===== config.mk =====
export PLATFORM = sky130hd
export DESIGN_NAME = rtt_cell
export DESIGN_NICKNAME = d
export VERILOG_FILES = /design/src/hdl/rtt_pkg.sv /design/src/hdl/rtt_cell.sv
export SDC_FILE = /design/constraint.sdc
export NUM_CORES = 1
export LEC_CHECK = 0
export ABC_AREA = 1
export BUFFER_PORTS_ARGS = -buffer_cell sky130_fd_sc_hd__buf_2
export CORE_AREA = 4 4 416 418
export DETAILED_ROUTE_END_ITERATION = 8
export DIE_AREA = 0 0 420 422
export GPL_ROUTABILITY_DRIVEN = 1
export SKIP_LAST_GASP = 1
export SLEW_MARGIN = 20
export SYNTH_ARGS = -nofsm -noshare
export SYNTH_HDL_FRONTEND = slang
export SYNTH_SLANG_ARGS = --single-unit

===== constraint.sdc =====
create_clock -name clk -period 9.9 [get_ports clk]
set_input_delay 0 -clock clk [delete_from_list [all_inputs] [get_ports clk]]
set_output_delay 0 -clock clk [all_outputs]
set_load 0.03 [all_outputs]

===== src/hdl/rtt_pkg.sv =====
// Shared types, widths and codes of the region translation table.
`timescale 1ns / 1ps
package rtt_pkg;

	// Number of cells in the chain, one table entry per cell.
	localparam int TABLE_ENTRIES = 16;

	localparam int CNT_W    = $clog2(TABLE_ENTRIES + 1);
	localparam int REQ_W    = 2;
	localparam int PID_W    = 22;
	localparam int ADDR_W   = 48;
	localparam int STATUS_W = 3;
	localparam int SLOT_W   = 4;
	localparam int HELD_W   = 5;

	typedef logic [CNT_W-1:0] rtt_pos_t;

	typedef enum logic [REQ_W-1:0] {
		REQ_FIND   = 2'd0,
		REQ_LOOKUP = 2'd1,
		REQ_REMOVE = 2'd2
	} rtt_req_t;

	typedef enum logic [STATUS_W-1:0] {
		STAT_HIT       = 3'd0,
		STAT_INSERTED  = 3'd1,
		STAT_REMOVED   = 3'd2,
		STAT_NOT_FOUND = 3'd3,
		STAT_FULL      = 3'd4
	} rtt_status_t;

	typedef enum logic [1:0] {
		FSM_IDLE,
		FSM_LAUNCH,
		FSM_SCAN,
		FSM_RESP
	} rtt_state_t;

	// Request held for the length of one operation and broadcast to every cell.
	typedef struct packed {
		logic [REQ_W-1:0]  req_type;
		logic [PID_W-1:0]  pid;
		logic [ADDR_W-1:0] caddr;
		logic [ADDR_W-1:0] saddr;
		logic [ADDR_W-1:0] len;
		logic [ADDR_W-1:0] offs;
	} rtt_query_t;

	// Contents of one table entry.
	typedef struct packed {
		logic [PID_W-1:0]  pid;
		logic [ADDR_W-1:0] caddr;
		logic [ADDR_W-1:0] saddr;
		logic [ADDR_W-1:0] len;
		logic [ADDR_W-1:0] offs;
	} rtt_entry_t;

	// Search token handed from cell to cell, one cell per cycle.
	typedef struct packed {
		logic              vld;
		logic              found;
		rtt_pos_t          slot;
		logic [ADDR_W-1:0] caddr;
		logic [ADDR_W-1:0] saddr;
		logic [ADDR_W-1:0] len;
		logic [ADDR_W-1:0] offs;
	} rtt_token_t;

	// Update command broadcast to the cells when a search completes.
	typedef struct packed {
		logic     ins;
		logic     rem;
		rtt_pos_t pos;
	} rtt_cmd_t;

endpackage


===== src/hdl/rtt_cell.sv =====
// One table cell: holds one entry, matches the passing search token and shifts on removal.
`timescale 1ns / 1ps
module rtt_cell (
	input  logic                clk,
	input  logic                arst_n,
	input  rtt_pkg::rtt_pos_t   cell_pos,
	input  rtt_pkg::rtt_query_t query,
	input  rtt_pkg::rtt_cmd_t   cmd,
	input  rtt_pkg::rtt_token_t tok_in,
	output rtt_pkg::rtt_token_t tok_out,
	input  rtt_pkg::rtt_entry_t nxt_entry,
	input  logic                nxt_valid,
	output rtt_pkg::rtt_entry_t entry,
	output logic                valid
);

	rtt_pkg::rtt_entry_t        entry_q;
	logic                       valid_q;
	rtt_pkg::rtt_token_t        tok_q;
	logic                       hit;
	logic                       key_match;
	logic [rtt_pkg::ADDR_W:0]   end_sum;
	logic                       take_ins;
	logic                       take_shift;

	assign end_sum = {1'b0, entry_q.offs} + {1'b0, entry_q.len};

	always_comb begin
		unique case (query.req_type)
			rtt_pkg::REQ_FIND:   key_match = (entry_q.caddr == query.caddr);
			rtt_pkg::REQ_LOOKUP: key_match = (query.offs >= entry_q.offs)
				&& ({1'b0, query.offs} < end_sum);
			rtt_pkg::REQ_REMOVE: key_match = (entry_q.offs == query.offs);
			default:             key_match = 1'b0;
		endcase
	end

	assign hit = valid_q && (entry_q.pid == query.pid) && key_match;

	// The token records the first matching cell; later cells only pass it on.
	always_ff @(posedge clk or negedge arst_n) begin
		if (!arst_n) begin
			tok_q <= '0;
		end else begin
			tok_q.vld   <= tok_in.vld;
			tok_q.found <= tok_in.found || (tok_in.vld && hit);
			if (tok_in.vld && !tok_in.found && hit) begin
				tok_q.slot  <= cell_pos;
				tok_q.caddr <= entry_q.caddr;
				tok_q.saddr <= entry_q.saddr;
				tok_q.len   <= entry_q.len;
				tok_q.offs  <= entry_q.offs;
			end else begin
				tok_q.slot  <= tok_in.slot;
				tok_q.caddr <= tok_in.caddr;
				tok_q.saddr <= tok_in.saddr;
				tok_q.len   <= tok_in.len;
				tok_q.offs  <= tok_in.offs;
			end
		end
	end

	assign take_ins   = cmd.ins && (cmd.pos == cell_pos);
	assign take_shift = cmd.rem && (cell_pos >= cmd.pos);

	always_ff @(posedge clk or negedge arst_n) begin
		if (!arst_n) begin
			valid_q <= 1'b0;
		end else if (take_ins) begin
			valid_q <= 1'b1;
		end else if (take_shift) begin
			valid_q <= nxt_valid;
		end
	end

	always_ff @(posedge clk) begin
		if (take_ins) begin
			entry_q.pid   <= query.pid;
			entry_q.caddr <= query.caddr;
			entry_q.saddr <= query.saddr;
			entry_q.len   <= query.len;
			entry_q.offs  <= query.offs;
		end else if (take_shift) begin
			entry_q <= nxt_entry;
		end
	end

	assign tok_out = tok_q;
	assign entry   = entry_q;
	assign valid   = valid_q;

endmodule


Yosys cells after proc, flatten, opt, wreduce, memory -nomap -nowiden
Index checks and enable logic that the tools add are counted.
- bits in registers: 414
- latch bits: 0
- bits in writable memories: 0
- bits in read-only memories: 0
- input bits: 644
- output and inout bits: 414
- logic and storage cells: 41
- memories kept: 0
- add/subtract/negate cells: 1
- multipliers: 0
- divide/modulo/power cells: 0
- $lt $le $gt $ge: 3
- equality and inequality tests: 6
- shifts and indexed selects: 0
- muxes and demuxes: 6
- bitwise operators: 0
- reductions and logical operators: 12
- operator list (kind ; count):
    2-to-1 mux 214 bit ; 2
    2-to-1 mux 197 bit ; 1
    equality test 48 bit ; 2
    adder 48 x 48 -> 49 bit ; 1
    < comparator 48 x 49 -> 1 bit ; 1
    >= comparator 48 bit ; 1
    equality test 22 bit ; 1
    logical AND 1 bit ; 8
    equality test 5 bit ; 1
    >= comparator 5 bit ; 1
    one-hot mux 1 bit (3 select lines) ; 1
    equality test 2 x 1 -> 1 bit, second input constant ; 1
    equality test 2 bit, second input constant ; 1
    zero test 2 bit ; 1
    2-to-1 mux 1 bit ; 2
    nonzero test 2 bit ; 1
    zero test 1 bit ; 1
    logical OR 1 bit ; 1

Depth between registers and ports, before layout
- word-level depth: 7
- mapped depth: 31
- gate-level depth less buffers: 29

Worst setup path before layout
Ideal clock, no wire load.
- path type: input -> register
- start point: input cmd[4] (netlist bit)
- end point: register valid_q, in the netlist valid
- setup time: 0.203 ns
- arrival time: 13.340 ns
- required time: 9.697 ns
- path slack: -3.644 ns
- stages: 7
- buffers on the path: 0
- cell sequence: inv_1 > ha_1 > nand2_1 > or2_2 > a31oi_1 > o21ai_0 > o21ai_0
- cells in the longest elaborated chain, start to end: 3
- elaborated cells between the ends (all ways): 6
- classes of those cells: 1 x order compare; 1 x eq/ne; 1 x mux; 3 x reduce/logical
- RTL lines (item ; line ; source):
    from (decl) ; rtt_cell.sv:8 ; input rtt_pkg::rtt_cmd_t cmd,
    >= comparator 5 bit / equality test 5 bit (equally long branches) ; rtt_cell.sv:64, rtt_cell.sv:63 ;
    logical AND 1 bit, on equally long branches ; rtt_cell.sv:64, rtt_cell.sv:63 ;
    nonzero test 2 bit (no line) / 2-to-1 mux 1 bit (equally long branches) ; n/a ;
    to (signal assigned) ; rtt_cell.sv:72 ; valid_q <= nxt_valid;
    to (decl) ; rtt_cell.sv:18 ; logic valid_q;
Several ways; a longest one is shown, not always the timed one.
A chain may end at the register's enable or synchronous reset.

Final worst setup path
- start point: register entry_q, in the netlist entry[2]
- end point: register tok_q, in the netlist tok_out[173]
- cells in the longest elaborated chain, start to end: 7
- elaborated cells between the ends (all ways): 9
- classes of those cells: 1 x add/sub; 2 x order compare; 1 x eq/ne; 2 x mux; 3 x reduce/logical
- RTL lines (item ; line ; source):
    from (decl) ; rtt_cell.sv:17 ; rtt_pkg::rtt_entry_t entry_q;
    from (signal assigned) ; rtt_cell.sv:84 ; entry_q <= nxt_entry;
    adder 48 x 48 -> 49 bit ; rtt_cell.sv:26 ; assign end_sum = {1'b0, entry_q.offs} + {1'b0, entry_q.len};
    < comparator 48 x 49 -> 1 bit ; rtt_cell.sv:32 ; && ({1'b0, query.offs} < end_sum);
    logical AND 1 bit ; rtt_cell.sv:32 ;
    one-hot mux 1 bit (3 select lines) * ; rtt_cell.sv:29 ; unique case (query.req_type)
    logical AND 1 bit * ; rtt_cell.sv:38 ; assign hit = valid_q && (entry_q.pid == query.pid) && key_match;
    logical AND 1 bit * ; rtt_cell.sv:47 ; if (tok_in.vld && !tok_in.found && hit) begin
    2-to-1 mux 197 bit * ; rtt_cell.sv:47 ;
    to (decl) ; rtt_cell.sv:19 ; rtt_pkg::rtt_token_t tok_q;
Mark *: on every way between the ends. The rest lies on a longest branch, timed or not.

==> PnR_summary.wiki <==
{| class="wikitable"
! Metric !! Value
|-
| Share of the synthesized area in the top cell type || 27.0%
|-
| Total of flip-flops plus latches after synthesis || 414
|-
| Die extent in x || 420 µm
|-
| Placed Instances || approximately 6000
|-
| Sinks on Clock Net || 414
|-
| Boundary Pins || 1058
|-
| Number of gates on the worst path with buffers counted || 29
|-
| Max H-tree Level || 2
|-
| Gr ovfl total || 0
|-
| Min Tclk post-route || 6880 ps
|-
| Type of the tightest min-delay check || in -> reg
|-
| Max-cap viol count || 0
|-
| CP dominant cell by count || nand2_1
|-
| Max-slew headroom at the worst pin || 3.53%
|-
| Detailed router's first-iteration violation count || 2262
|-
| Port Buf Inserts || 1057
|-
| Via Count || 28700
|-
| Num rows || 151
|-
| Slowest cell on the critical path || buf_4
|-
| Via count of the first global-routing pass || 29100
|-
| Final weighted congestion of routability-driven global placement || 1.06
|-
| Critical-path maximum fanout || between 60 and 70
|-
| Overall die height || between 400 and 500 µm
|-
| Share of async-settable or async-resettable flops after synthesis || between 40% and 50%
|-
| Die area || 177000 µm²
|-
| RSZ-0062 raised after global routing || false
|-
| Minimum setup slack among reg-to-reg paths || 3020 ps
|-
| Vias per cell || 4.20
|-
| Latest clock arrival within the worst-skew pair || about 680 ps
|-
| R2R depth || 29
|-
| Final cell utilization of the core || 24.1%
|-
| Number of buffers created by CTS || 57
|-
| Final instance area || 40800 µm²
|-
| Overall power of the completed layout || 6.29 mW
|-
| Count of final hold-check violations || 0
|-
| Top cells by area, synth || edfxtp_1 27%, dfrtp_1 21%, nand2_1 17%, ha_1 7.8%, nand4_1 5.6%
|-
| Startpoint kind of the worst setup timing path || flip-flop
|-
| Non-filler instance count after layout || 6847
|-
| Detailed-route wire length per cell || 23.5 µm
|-
| Placed Area || 31400 µm²
|-
| Buffer cell driving the clock tree root || clkbuf_16
|-
| Hpwl dp || 125000 µm
|-
| Pin count of the biggest net entering global routing || 121
|-
| Buffers from clock root to sink, at most || 3
|-
| Worst setup path class || reg -> reg
|-
| Number of different library cells in the post-synthesis netlist || 48
|-
| Antenna Violating Nets Remaining || 0
|-
| Cell accounting for the most synthesized area || edfxtp_1
|-
| Hold Path Depth || 4
|-
| Leakage power figure || 19.5 nW
|-
| Core region area || 169000 µm²
|-
| Worst path required time || 10490 ps
|-
| Residual DRC count || 0
|-
| Area of the mapped netlist || 23800 µm²
|-
| Count of flip-flops with a built-in enable after synthesis || 214
|-
| Most instantiated library cell after synthesis || nand2_1
|-
| Initial cell density of the core || between 10 and 15%
|-
| Number of endpoints failing setup at the final stage || 0
|-
| Highest Clock Rate || roughly 150 MHz
|-
| Arrival time reported for the critical path endpoint || 7470 ps
|-
| Area Overhead vs Synth || 71.3%
|-
| Ratio of total power to cell area || 154 nW/µm²
|-
| CTS tree || built
|-
| Avg Synthesized Cell Area || 8.49 µm²
|-
| Dominant delay contributor by cell family on the critical path || simple AND/OR/NAND/NOR gates
|-
| Antenna violations before repair || 31
|-
| Fraction of the cycle the final worst path needs || 69.5%
|-
| Outcome || finished, final reports clean
|-
| Layout Nets || 5349
|-
| Clock transition at the registers of the reported paths || 60 ps
|-
| Worst setup skew after layout || roughly 41 ps
|-
| Sequential-to-total area share from yosys stat || 48.0%
|-
| Wire length of the first global-routing pass || 220000 µm
|-
| Delay of the slowest critical-path stage || 590 ps
|-
| Mapped Nets || roughly 3600
|-
| Yosys warning total || 0
|-
| Worst ir drop on vdd || roughly 0.13 mV
|-
| Type of element capturing the critical path || flip-flop
|-
| Global-route usage over all layers || 17.4%
|-
| Total routed wirelength || about 160000 µm
|-
| Detailed-routing iteration count for the pre-antenna-repair pass || 5
|-
| Slew @ Worst Pin || 1450 ps
|-
| Share of final-layout standard cells stronger than drive strength 1 || 28.3%
|-
| Top post-synthesis cells by count || 1081 x nand2_1, 214 x edfxtp_1, 214 x nand4_1, 200 x dfrtp_1, 180 x inv_1
|-
| Final max-slew violation count || 0
|-
| Buffers plus inverters on the worst setup path || 2
|-
| Synthesized instance count || 2805
|-
| Accumulated negative setup slack || 0 ps
|-
| Most used flip-flop cell after synthesis || edfxtp_1
|}
==> per-layer routing <==
metal	wire length (µm)	share of wire (%)	global-route usage [%]	vias up
li1	-	-	-	12900
met5	0	0	0	-
met4	8060	5.0	7.86	0
met2	78400	49	30.0	1478
met1	61200	38	20.1	14000
met3	13400	8.3	4.43	343
==> flip-flops by register name, indices dropped and copies added, names as in the netlist <==
| name | count |
|---|---|
| entry | 214 |
| tok_out | 199 |
| valid | 1 |
==> tightest hold or removal path: stages <==
cell	delay, ps
dlygate4sd3_1	530
buf_2	100
nand2_1	40
nand2_1	50
==> final timing paths <==
| kind | startpoint | to |
|---|---|---|
| min | tok_in[12] | tok_out[12] |
| max reg2reg | entry[2] | tok_out[173] |
| max in group asynchronous | arst_n | tok_out[26] |
| min in group asynchronous | arst_n | tok_out[185] |
| max | entry[2] | tok_out[173] |
| min reg2reg | entry[99] | tok_out[99] |
==> cell type report <==
cell class | count | area (µm²)
sequential | 414 | 11400
multi-input combinational | 2076 | 11000
tap | 2218 | 2780
inverter | 185 | 702
clock inverter | 27 | 250
clock buffer | 81 | 1680
antenna | 24 | 60.1
timing repair buffer | 1822 | 12900
fill | 18200 | 128000
==> power by group <==
part	switching (mW)	internal, mW	total [mW]
clock	0.909	1.25	2.15
sequential	0.171	1.99	2.16
combinational	1.24	0.740	1.98
total	2.32	3.97	6.29
==> per-stage QoR <==
| step | hold WS (ps) | setup slack (ps) |
|---|---|---|
| 3_3_place_gp | -30.1 | 3450 |
| 6_report | 67.3 | 3020 |
| 4_1_cts | 0.0968 | 3090 |
| 3_5_place_dp | -21.6 | 3440 |
| 2_1_floorplan | -296 | 1740 |
| 5_1_grt | 47.1 | 2540 |
==> cells in the final DEF, fill, tap and decap left out, types with 12 or more instances in the layout <==
master and count:
nand2_2 101, dfrtp_1 200, nand4_1 214, ha_1 148, nor3_1 15, o21ai_0 90, xor2_1 41, nand3_1 29
nor2_1 108, inv_1 180, edfxtp_1 214, dlygate4sd3_1 736, diode_2 24, a21oi_1 117, clkbuf_16 61, clkbuf_1 12
buf_2 1056, xnor2_1 41, nand2_1 1081, buf_4 26
==> what timing repair did <==
item | CTS | global route
buffers inserted | 0 | 0
hold endpoints to repair | 528 | 2
hold buffers | 734 | 3
gates resized for setup | 0 | 0
==> kinds of logic after synthesis <==
group / Yosys count / synth area share [%]
XOR/XNOR: 82 / 3.02
AND/OR/NAND/NOR: 1576 / 28.7
buffers and inverters: 315 / 6.20
AO/OA/AOI/OAI: 269 / 6.20
adder cells (fa/ha/maj): 149 / 7.86
flip-flops: 414 / 48.0
Power figures use the tool's default switching activity.
