File: config.mk
export PLATFORM = sky130hd
export DESIGN_NAME = rtt_ctrl_flat
export DESIGN_NICKNAME = d
export VERILOG_FILES = /design/src/hdl/rtt_pkg.sv /design/src/hdl/rtt_ifs.sv /design/src/hdl/rtt_ctrl.sv /design/src/flat_wrapper.sv
export SDC_FILE = /design/constraint.sdc
export NUM_CORES = 1
export LEC_CHECK = 0
export BUFFER_PORTS_ARGS = -buffer_cell sky130_fd_sc_hd__buf_2
export CAP_MARGIN = 10
export CORE_AREA = 3 3 407 409
export DETAILED_ROUTE_END_ITERATION = 12
export DIE_AREA = 0 0 410 412
export RECOVER_POWER = 25
export SYNTH_ARGS = -nofsm -noshare
export SYNTH_HDL_FRONTEND = slang
export SYNTH_SLANG_ARGS = --single-unit
File: constraint.sdc
create_clock -name clk -period 8.4 [get_ports clk]
set_clock_uncertainty 0.15 [all_clocks]
set_input_delay 1.26 -clock clk [delete_from_list [all_inputs] [get_ports clk]]
set_output_delay 1.26 -clock clk [all_outputs]
set_load 0.05 [all_outputs]
File: src/hdl/rtt_pkg.sv
// Shared types, widths and codes of the region translation table.
`timescale 1ns / 1ps
package rtt_pkg;

	// Number of cells in the chain, one table entry per cell.
	localparam int TABLE_ENTRIES = 16;

	localparam int CNT_W    = $clog2(TABLE_ENTRIES + 1);
	localparam int REQ_W    = 2;
	localparam int PID_W    = 22;
	localparam int ADDR_W   = 48;
	localparam int STATUS_W = 3;
	localparam int SLOT_W   = 4;
	localparam int HELD_W   = 5;

	typedef logic [CNT_W-1:0] rtt_pos_t;

	typedef enum logic [REQ_W-1:0] {
		REQ_FIND   = 2'd0,
		REQ_LOOKUP = 2'd1,
		REQ_REMOVE = 2'd2
	} rtt_req_t;

	typedef enum logic [STATUS_W-1:0] {
		STAT_HIT       = 3'd0,
		STAT_INSERTED  = 3'd1,
		STAT_REMOVED   = 3'd2,
		STAT_NOT_FOUND = 3'd3,
		STAT_FULL      = 3'd4
	} rtt_status_t;

	typedef enum logic [1:0] {
		FSM_IDLE,
		FSM_LAUNCH,
		FSM_SCAN,
		FSM_RESP
	} rtt_state_t;

	// Request held for the length of one operation and broadcast to every cell.
	typedef struct packed {
		logic [REQ_W-1:0]  req_type;
		logic [PID_W-1:0]  pid;
		logic [ADDR_W-1:0] caddr;
		logic [ADDR_W-1:0] saddr;
		logic [ADDR_W-1:0] len;
		logic [ADDR_W-1:0] offs;
	} rtt_query_t;

	// Contents of one table entry.
	typedef struct packed {
		logic [PID_W-1:0]  pid;
		logic [ADDR_W-1:0] caddr;
		logic [ADDR_W-1:0] saddr;
		logic [ADDR_W-1:0] len;
		logic [ADDR_W-1:0] offs;
	} rtt_entry_t;

	// Search token handed from cell to cell, one cell per cycle.
	typedef struct packed {
		logic              vld;
		logic              found;
		rtt_pos_t          slot;
		logic [ADDR_W-1:0] caddr;
		logic [ADDR_W-1:0] saddr;
		logic [ADDR_W-1:0] len;
		logic [ADDR_W-1:0] offs;
	} rtt_token_t;

	// Update command broadcast to the cells when a search completes.
	typedef struct packed {
		logic     ins;
		logic     rem;
		rtt_pos_t pos;
	} rtt_cmd_t;

endpackage

File: src/hdl/rtt_ifs.sv
// Request and response channel interfaces of the region translation table.
`timescale 1ns / 1ps
interface rtt_req_if;
	logic                        valid;
	logic                        ready;
	logic [rtt_pkg::REQ_W-1:0]   req_type;
	logic [rtt_pkg::PID_W-1:0]   process_id;
	logic [rtt_pkg::ADDR_W-1:0]  client_address;
	logic [rtt_pkg::ADDR_W-1:0]  server_address;
	logic [rtt_pkg::ADDR_W-1:0]  region_length;
	logic [rtt_pkg::ADDR_W-1:0]  region_offset;

	modport source (
		output valid, req_type, process_id, client_address, server_address,
			region_length, region_offset,
		input  ready
	);
	modport sink (
		input  valid, req_type, process_id, client_address, server_address,
			region_length, region_offset,
		output ready
	);
endinterface

interface rtt_rsp_if;
	logic                          valid;
	logic                          ready;
	logic [rtt_pkg::STATUS_W-1:0]  status;
	logic [rtt_pkg::SLOT_W-1:0]    slot;
	logic [rtt_pkg::ADDR_W-1:0]    found_server_address;
	logic [rtt_pkg::ADDR_W-1:0]    found_client_address;
	logic [rtt_pkg::ADDR_W-1:0]    found_length;
	logic [rtt_pkg::ADDR_W-1:0]    found_offset;
	logic [rtt_pkg::HELD_W-1:0]    entries_held;

	modport source (
		output valid, status, slot, found_server_address, found_client_address,
			found_length, found_offset, entries_held,
		input  ready
	);
	modport sink (
		input  valid, status, slot, found_server_address, found_client_address,
			found_length, found_offset, entries_held,
		output ready
	);
endinterface

File: src/hdl/rtt_ctrl.sv
// Sequencer: takes a request, launches the search token and commits the outcome.
`timescale 1ns / 1ps
module rtt_ctrl (
	input  logic                 clk,
	input  logic                 arst_n,
	rtt_req_if.sink              req,
	rtt_rsp_if.source            rsp,
	output rtt_pkg::rtt_query_t  query,
	output rtt_pkg::rtt_token_t  tok_head,
	input  rtt_pkg::rtt_token_t  tok_tail,
	output rtt_pkg::rtt_cmd_t    cmd
);

	rtt_pkg::rtt_state_t         state_q;
	rtt_pkg::rtt_state_t         state_nxt;
	rtt_pkg::rtt_query_t         query_q;
	rtt_pkg::rtt_pos_t           cnt_q;
	rtt_pkg::rtt_pos_t           cnt_nxt;
	logic                        commit;
	rtt_pkg::rtt_cmd_t           dec_cmd;
	logic [rtt_pkg::STATUS_W-1:0] dec_status;
	rtt_pkg::rtt_pos_t           dec_slot;
	rtt_pkg::rtt_entry_t         dec_entry;

	logic [rtt_pkg::STATUS_W-1:0] status_q;
	rtt_pkg::rtt_pos_t           slot_q;
	rtt_pkg::rtt_entry_t         found_q;
	rtt_pkg::rtt_pos_t           held_q;

	always_ff @(posedge clk or negedge arst_n) begin
		if (!arst_n) begin
			state_q <= rtt_pkg::FSM_IDLE;
		end else begin
			state_q <= state_nxt;
		end
	end

	always_comb begin
		state_nxt = state_q;
		unique case (state_q)
			rtt_pkg::FSM_IDLE:   if (req.valid) state_nxt = rtt_pkg::FSM_LAUNCH;
			rtt_pkg::FSM_LAUNCH: state_nxt = rtt_pkg::FSM_SCAN;
			rtt_pkg::FSM_SCAN:   if (tok_tail.vld) state_nxt = rtt_pkg::FSM_RESP;
			rtt_pkg::FSM_RESP:   if (rsp.ready) state_nxt = rtt_pkg::FSM_IDLE;
			default:             state_nxt = rtt_pkg::FSM_IDLE;
		endcase
	end

	always_comb begin
		req.ready = (state_q == rtt_pkg::FSM_IDLE);
		rsp.valid = (state_q == rtt_pkg::FSM_RESP);
		commit    = (state_q == rtt_pkg::FSM_SCAN) && tok_tail.vld;
		tok_head  = '0;
		tok_head.vld = (state_q == rtt_pkg::FSM_LAUNCH);
	end

	always_ff @(posedge clk) begin
		if (req.valid && req.ready) begin
			query_q.req_type <= req.req_type;
			query_q.pid      <= req.process_id;
			query_q.caddr    <= req.client_address;
			query_q.saddr    <= req.server_address;
			query_q.len      <= req.region_length;
			query_q.offs     <= req.region_offset;
		end
	end

	assign query = query_q;

	// Outcome of the finished search.
	always_comb begin
		dec_cmd          = '0;
		dec_status       = rtt_pkg::STAT_NOT_FOUND;
		dec_slot         = '0;
		dec_entry        = '0;
		cnt_nxt          = cnt_q;
		dec_entry.caddr  = tok_tail.caddr;
		if (tok_tail.found) begin
			dec_slot        = tok_tail.slot;
			dec_entry.caddr = tok_tail.caddr;
			dec_entry.saddr = tok_tail.saddr;
			dec_entry.len   = tok_tail.len;
			dec_entry.offs  = tok_tail.offs;
		end else begin
			dec_entry = '0;
		end
		unique case (query_q.req_type)
			rtt_pkg::REQ_FIND: begin
				if (tok_tail.found) begin
					dec_status = rtt_pkg::STAT_HIT;
				end else if (cnt_q < rtt_pkg::rtt_pos_t'(rtt_pkg::TABLE_ENTRIES)) begin
					dec_status      = rtt_pkg::STAT_INSERTED;
					dec_slot        = cnt_q;
					dec_entry.pid   = query_q.pid;
					dec_entry.caddr = query_q.caddr;
					dec_entry.saddr = query_q.saddr;
					dec_entry.len   = query_q.len;
					dec_entry.offs  = query_q.offs;
					dec_cmd.ins     = 1'b1;
					dec_cmd.pos     = cnt_q;
					cnt_nxt         = rtt_pkg::rtt_pos_t'(cnt_q + 1'b1);
				end else begin
					dec_status = rtt_pkg::STAT_FULL;
				end
			end
			rtt_pkg::REQ_LOOKUP: begin
				dec_status = tok_tail.found ? rtt_pkg::STAT_HIT : rtt_pkg::STAT_NOT_FOUND;
			end
			rtt_pkg::REQ_REMOVE: begin
				if (tok_tail.found) begin
					dec_status  = rtt_pkg::STAT_REMOVED;
					dec_cmd.rem = 1'b1;
					dec_cmd.pos = tok_tail.slot;
					cnt_nxt     = rtt_pkg::rtt_pos_t'(cnt_q - 1'b1);
				end
			end
			default: begin
				dec_status = rtt_pkg::STAT_NOT_FOUND;
			end
		endcase
	end

	assign cmd = commit ? dec_cmd : '0;

	always_ff @(posedge clk or negedge arst_n) begin
		if (!arst_n) begin
			cnt_q <= '0;
		end else if (commit) begin
			cnt_q <= cnt_nxt;
		end
	end

	always_ff @(posedge clk) begin
		if (commit) begin
			status_q <= dec_status;
			slot_q   <= dec_slot;
			found_q  <= dec_entry;
			held_q   <= cnt_nxt;
		end
	end

	assign rsp.status               = status_q;
	assign rsp.slot                 = rtt_pkg::SLOT_W'(slot_q);
	assign rsp.found_server_address = found_q.saddr;
	assign rsp.found_client_address = found_q.caddr;
	assign rsp.found_length         = found_q.len;
	assign rsp.found_offset         = found_q.offs;
	assign rsp.entries_held         = rtt_pkg::HELD_W'(held_q);

	a_cnt_bound: assert property (@(posedge clk) disable iff (!arst_n)
		cnt_q <= rtt_pkg::rtt_pos_t'(rtt_pkg::TABLE_ENTRIES))
		else $error("entry count beyond table size");

	a_tail_in_scan: assert property (@(posedge clk) disable iff (!arst_n)
		tok_tail.vld |-> state_q == rtt_pkg::FSM_SCAN)
		else $error("search token left the chain outside a scan");

	a_ins_room: assert property (@(posedge clk) disable iff (!arst_n)
		cmd.ins |-> (cnt_q < rtt_pkg::rtt_pos_t'(rtt_pkg::TABLE_ENTRIES)) && !cmd.rem)
		else $error("insert into a full table or together with a removal");

	a_rem_count: assert property (@(posedge clk) disable iff (!arst_n)
		cmd.rem |=> cnt_q == rtt_pkg::rtt_pos_t'($past(cnt_q) - 1'b1))
		else $error("removal did not lower the entry count");

endmodule
File: src/flat_wrapper.sv
// flat-port wrapper written by rule: the top's interface ports become plain ports
module rtt_ctrl_flat 
  (clk, arst_n, query, tok_head, tok_tail, cmd, req_valid, req_req_type, req_process_id, req_client_address, req_server_address, req_region_length, req_region_offset, req_ready, rsp_valid, rsp_status, rsp_slot, rsp_found_server_address, rsp_found_client_address, rsp_found_length, rsp_found_offset, rsp_entries_held, rsp_ready);
  rtt_req_if req_i ();
  rtt_rsp_if rsp_i ();
  input  logic clk;
  input  logic arst_n;
  output rtt_pkg::rtt_query_t query;
  output rtt_pkg::rtt_token_t tok_head;
  input  rtt_pkg::rtt_token_t tok_tail;
  output rtt_pkg::rtt_cmd_t cmd;
  input wire logic [$bits(req_i.valid)-1:0] req_valid;
  input wire logic [$bits(req_i.req_type)-1:0] req_req_type;
  input wire logic [$bits(req_i.process_id)-1:0] req_process_id;
  input wire logic [$bits(req_i.client_address)-1:0] req_client_address;
  input wire logic [$bits(req_i.server_address)-1:0] req_server_address;
  input wire logic [$bits(req_i.region_length)-1:0] req_region_length;
  input wire logic [$bits(req_i.region_offset)-1:0] req_region_offset;
  output wire logic [$bits(req_i.ready)-1:0] req_ready;
  output wire logic [$bits(rsp_i.valid)-1:0] rsp_valid;
  output wire logic [$bits(rsp_i.status)-1:0] rsp_status;
  output wire logic [$bits(rsp_i.slot)-1:0] rsp_slot;
  output wire logic [$bits(rsp_i.found_server_address)-1:0] rsp_found_server_address;
  output wire logic [$bits(rsp_i.found_client_address)-1:0] rsp_found_client_address;
  output wire logic [$bits(rsp_i.found_length)-1:0] rsp_found_length;
  output wire logic [$bits(rsp_i.found_offset)-1:0] rsp_found_offset;
  output wire logic [$bits(rsp_i.entries_held)-1:0] rsp_entries_held;
  input wire logic [$bits(rsp_i.ready)-1:0] rsp_ready;
  assign req_i.valid = req_valid;
  assign req_i.req_type = req_req_type;
  assign req_i.process_id = req_process_id;
  assign req_i.client_address = req_client_address;
  assign req_i.server_address = req_server_address;
  assign req_i.region_length = req_region_length;
  assign req_i.region_offset = req_region_offset;
  assign req_ready = req_i.ready;
  assign rsp_valid = rsp_i.valid;
  assign rsp_status = rsp_i.status;
  assign rsp_slot = rsp_i.slot;
  assign rsp_found_server_address = rsp_i.found_server_address;
  assign rsp_found_client_address = rsp_i.found_client_address;
  assign rsp_found_length = rsp_i.found_length;
  assign rsp_found_offset = rsp_i.found_offset;
  assign rsp_entries_held = rsp_i.entries_held;
  assign rsp_i.ready = rsp_ready;
  rtt_ctrl u_core (.clk(clk), .arst_n(arst_n), .req(req_i), .rsp(rsp_i), .query(query), .tok_head(tok_head), .tok_tail(tok_tail), .cmd(cmd));
endmodule
Word level (Yosys, flattened, before mapping)
Index checks and enable logic that the tools add are counted.

cells by class
  order comparisons = 1
  reductions and logical operators = 5
  equality and inequality tests = 8
  multiplexer cells = 30
  add/sub/neg operators = 2

operator list
  operator                                                            count
  192-bit 2-to-1 mux                                                  4
  5-bit 2-to-1 mux                                                    5
  5-bit case mux with 2 select lines                                  2
  4-bit 2-to-1 mux                                                    4
  3-bit case mux with 3 select lines                                  1
  2-bit 2-to-1 mux                                                    4
  2-bit case mux with 4 select lines                                  1
  7-bit 2-to-1 mux                                                    1
  2-bit == test, second input constant                                3
  3-bit 2-to-1 mux                                                    2
  6-bit 2-to-1 mux                                                    1
  5-bit by 1-bit adder with 5-bit output, second input constant       1
  5-bit less-than comparator, second input constant                   1
  1-bit 2-to-1 mux                                                    5
  5-bit by 1-bit subtractor with 5-bit output, second input constant  1
  2-bit by 1-bit == test with 1-bit output, second input constant     2
  2-bit logical NOT                                                   2
  2-bit != test, second input constant                                2
  3-bit AND reduction                                                 1
  1-bit logical AND                                                   2
  2-bit by 1-bit != test with 1-bit output, second input constant     1

storage, ports and cells
  input port bits = 419
  register bits after elaboration = 427
  output and inout bits = 628

Logic depth before layout (Yosys ltp)
  word-level depth = 5
  depth in mapped cells = 7
  mapped depth without buffers = 6

Worst setup path after synthesis
No wires, ideal clock.

  kind = input port to output port
  start point = input port tok_tail[198] (netlist bit)
  end point = output port cmd[4] (netlist bit)
  slack = 0.221 ns
  stages = 4
  required time = 6.990 ns
  arrival time = 6.769 ns
  buffers on the path = 0
  cell sequence = nand2_1 > inv_1 > and3_1 > and2_1

RTL lines
  what                line                RTL
  start: declaration  flat_wrapper.sv:10  input rtt_pkg::rtt_token_t tok_tail;
  end: declaration    flat_wrapper.sv:11  output rtt_pkg::rtt_cmd_t cmd;

==> metrics <==
DRC Markers 0; largest net degree at the start of global routing around 120; Syn Std Cell Area 0.0168 mm²; Crit Path Class reg -> out; EDFF count, synth between 400 and 500; hold_sp u_core.query[40]; IR Drop Worst-Case VDD a little under 0.2 mV; Die Y approximately 410 µm; GP Congestion approximately 0.83; Clock transition at path regs 0.06 ns; Post-CTS Resized 0; share of layout cells above drive strength 1 0.497; Final period util 0.703; setup TNS 0 ns; total power approximately 7.8 mW; Avg Inst Size Synth ~18 µm²; Mapped Cells between 900 and 1,000; Switching Share 0.403; Yosys reg bits 427; most frequent cells in the layout buf_2, edfxtp_1, conb_1; Unique masters post-synth 42; largest fanout on the critical path 46; HP Class reg -> reg; top_reg_cell synth edfxtp_1; Clock Power Share 0.306; post-CTS setup buffers 0; commonest non-fill, non-tap cell in the layout buf_2; sequential share of the synthesized area 0.759; DIE WIDTH 410 µm; fmax 169 MHz; Rows roughly 150; critical path launch point type flip-flop; first-pass GRT wire length 102 mm; clock sinks 427; first drt pass iteration count 5; Max Slew Vio Count roughly 130; CTS max path bufs 3; Sequential Power Share 0.397; TritonCTS clock tree built; total gr overflow 0; net switching power figure about 3.2 mW; leakage power 9.78 nW; placed cell area 0.0229 mm²; critical path arrival 4.49 ns; final setup vio count 0; Crit. End Element primary output; IO Count about 1,000; routed wire length per instance slightly above 20 µm; failing checks max-capacitance violations, max-slew violations; Worst Tran Pin Value 3.69 ns; RSZ-0062 raised after global routing false; Worst Setup SP u_core.state_q[0]; area delta synth->final 46.4%; Layout Nets around 2,200; maxcap violations 3; via count roughly 12,000; Setup WS post-layout 2.50 ns; number of global-route vias before repair roughly 11,000; relative slew slack -1.46; final instance area approximately 0.025 mm²; Final Util 0.152; cells along the critical path inv_1, ha_1, nand2_1, clkinvlp_2, and3_1, and2_1, buf_2; Clk Latency, worst-skew pair 0.63 ns; Req. time, crit path ~7 ns; core box area around 0.16 mm²; async set or reset register ratio after synthesis 0.0164; vias per inst 2.94; initial antenna violation count 67; CP max stage delay between 1.5 and 2 ns; Initial Util 0.104; CTS buffer count between 50 and 60; CTS Hold Buffers Added 0; yosys warns 0; Internal Power 4.68 mW; Post-Route WL ~80 mm; CTS H-tree lvls 2; die area ~0.17 mm²; Starting DRT DRC Count approximately 890; CP max stage cell clkinvlp_2; minimum clock period slightly below 6 ns; Reg-to-Reg Start u_core.state_q[0]; final hold vios 0; post-place setup slack between 3 and 4 ns; port bufs 848; post-route ant nets 0; Gate power share 0.296; status finished, violations left; global router's overall resource usage 0.0891; Pwr Density 318 mW/mm²; CTS Root Cell clkbuf_16; Detailed Place HPWL between 60 and 70 mm
final timing paths:
kind | to | slack, ns | cells after the start
worst max-delay path | cmd[4] | 2.50 | 7
worst min-delay path | u_core.rsp.found_offset[40] | 0.40 | 1
worst max register to register | u_core.query[64] | 3.36 | 4
worst min register to register | u_core.rsp.found_offset[40] | 0.40 | 1
max in group asynchronous | u_core.cnt_q[1] | 7.27 | 1
min in group asynchronous | u_core.state_q[1] | 0.44 | 1
state kept, by name, indices dropped and copies added (netlist names):
name / count
u_core.slot_q: 4
u_core.rsp.found_length: 48
u_core.query: 216
u_core.state_q: 2
u_core.rsp.status: 3
u_core.rsp.found_client_address: 48
u_core.rsp.entries_held: 5
u_core.rsp.found_server_address: 48
u_core.cnt_q: 5
u_core.rsp.found_offset: 48
layer usage:
metal	global-route usage	part of all wire	up-vias
met2	0.130	0.43	794
met1	0.112	0.41	5828
met4	0.0331	0.040	14
li1	-	-	5095
met3	0.0433	0.12	159
met5	0	0.0011	-
critical path: cells and delay by family, from the launching register on:
family | cells | cell delay (ns)
flip-flops | 1 | 0.39
AND/OR/NAND/NOR | 3 | 1.37
buffers and inverters | 3 | 1.81
adder cells (fa/ha/maj) | 1 | 0.27
final cells by class:
| class | count | area, µm² |
|---|---|---|
| Antenna cell | 11 | 27.5 |
| Clock buffer | 64 | 1370 |
| Clock inverter | 31 | 433 |
| Fill cell | 18100 | 138000 |
| Inverter | 10 | 38.8 |
| Multi-Input combinational cell | 466 | 2970 |
| Sequential cell | 427 | 12800 |
| Tap cell | 2175 | 2720 |
| Timing Repair Buffer | 859 | 4320 |
cell families after synthesis:
family / synth area share
flops: 0.759
other cells: 0.000223
simple gates: 0.0121
mux: 0.000594
fa+ha+maj: 0.00520
compound gates: 0.113
xor+xnor: 0.00208
buf+inv: 0.107
power by group through the flow:
stage | sequential (mW) | clock, mW | combinational, mW
floorplan | 4.25 | 0 | 0.630
global placement | 3.15 | 0 | 2.33
detailed placement | 3.14 | 0 | 2.35
CTS | 3.11 | 2.49 | 2.35
global route | 3.15 | 2.57 | 2.42
finish | 3.11 | 2.40 | 2.32
through the flow:
step	instances	hold slack, ns
floorplan	1152	0.378
global placement	3937	0.385
detailed placement	3937	0.389
CTS	4032	0.249
global route	4035	0.399
finish	4043	0.399
cell usage after synthesis (all sizes together), types with 3 or more instances:
| cell | number | area [µm²] |
|---|---|---|
| dfrtp | 7 | 175 |
| edfxtp | 420 | 12600 |
| nand2 | 8 | 30.0 |
| ha | 7 | 87.6 |
| a22o | 196 | 1720 |
| and2 | 3 | 18.8 |
| a21oi | 4 | 23.8 |
| xor2 | 4 | 35.0 |
| buf | 225 | 1680 |
| inv | 10 | 37.5 |
| nor2 | 8 | 30.0 |
| o21ai | 4 | 20.0 |
| a32oi | 4 | 35.0 |
| clkbuf | 24 | 90.1 |
No activity file was read; power rests on OpenSTA's default activity.
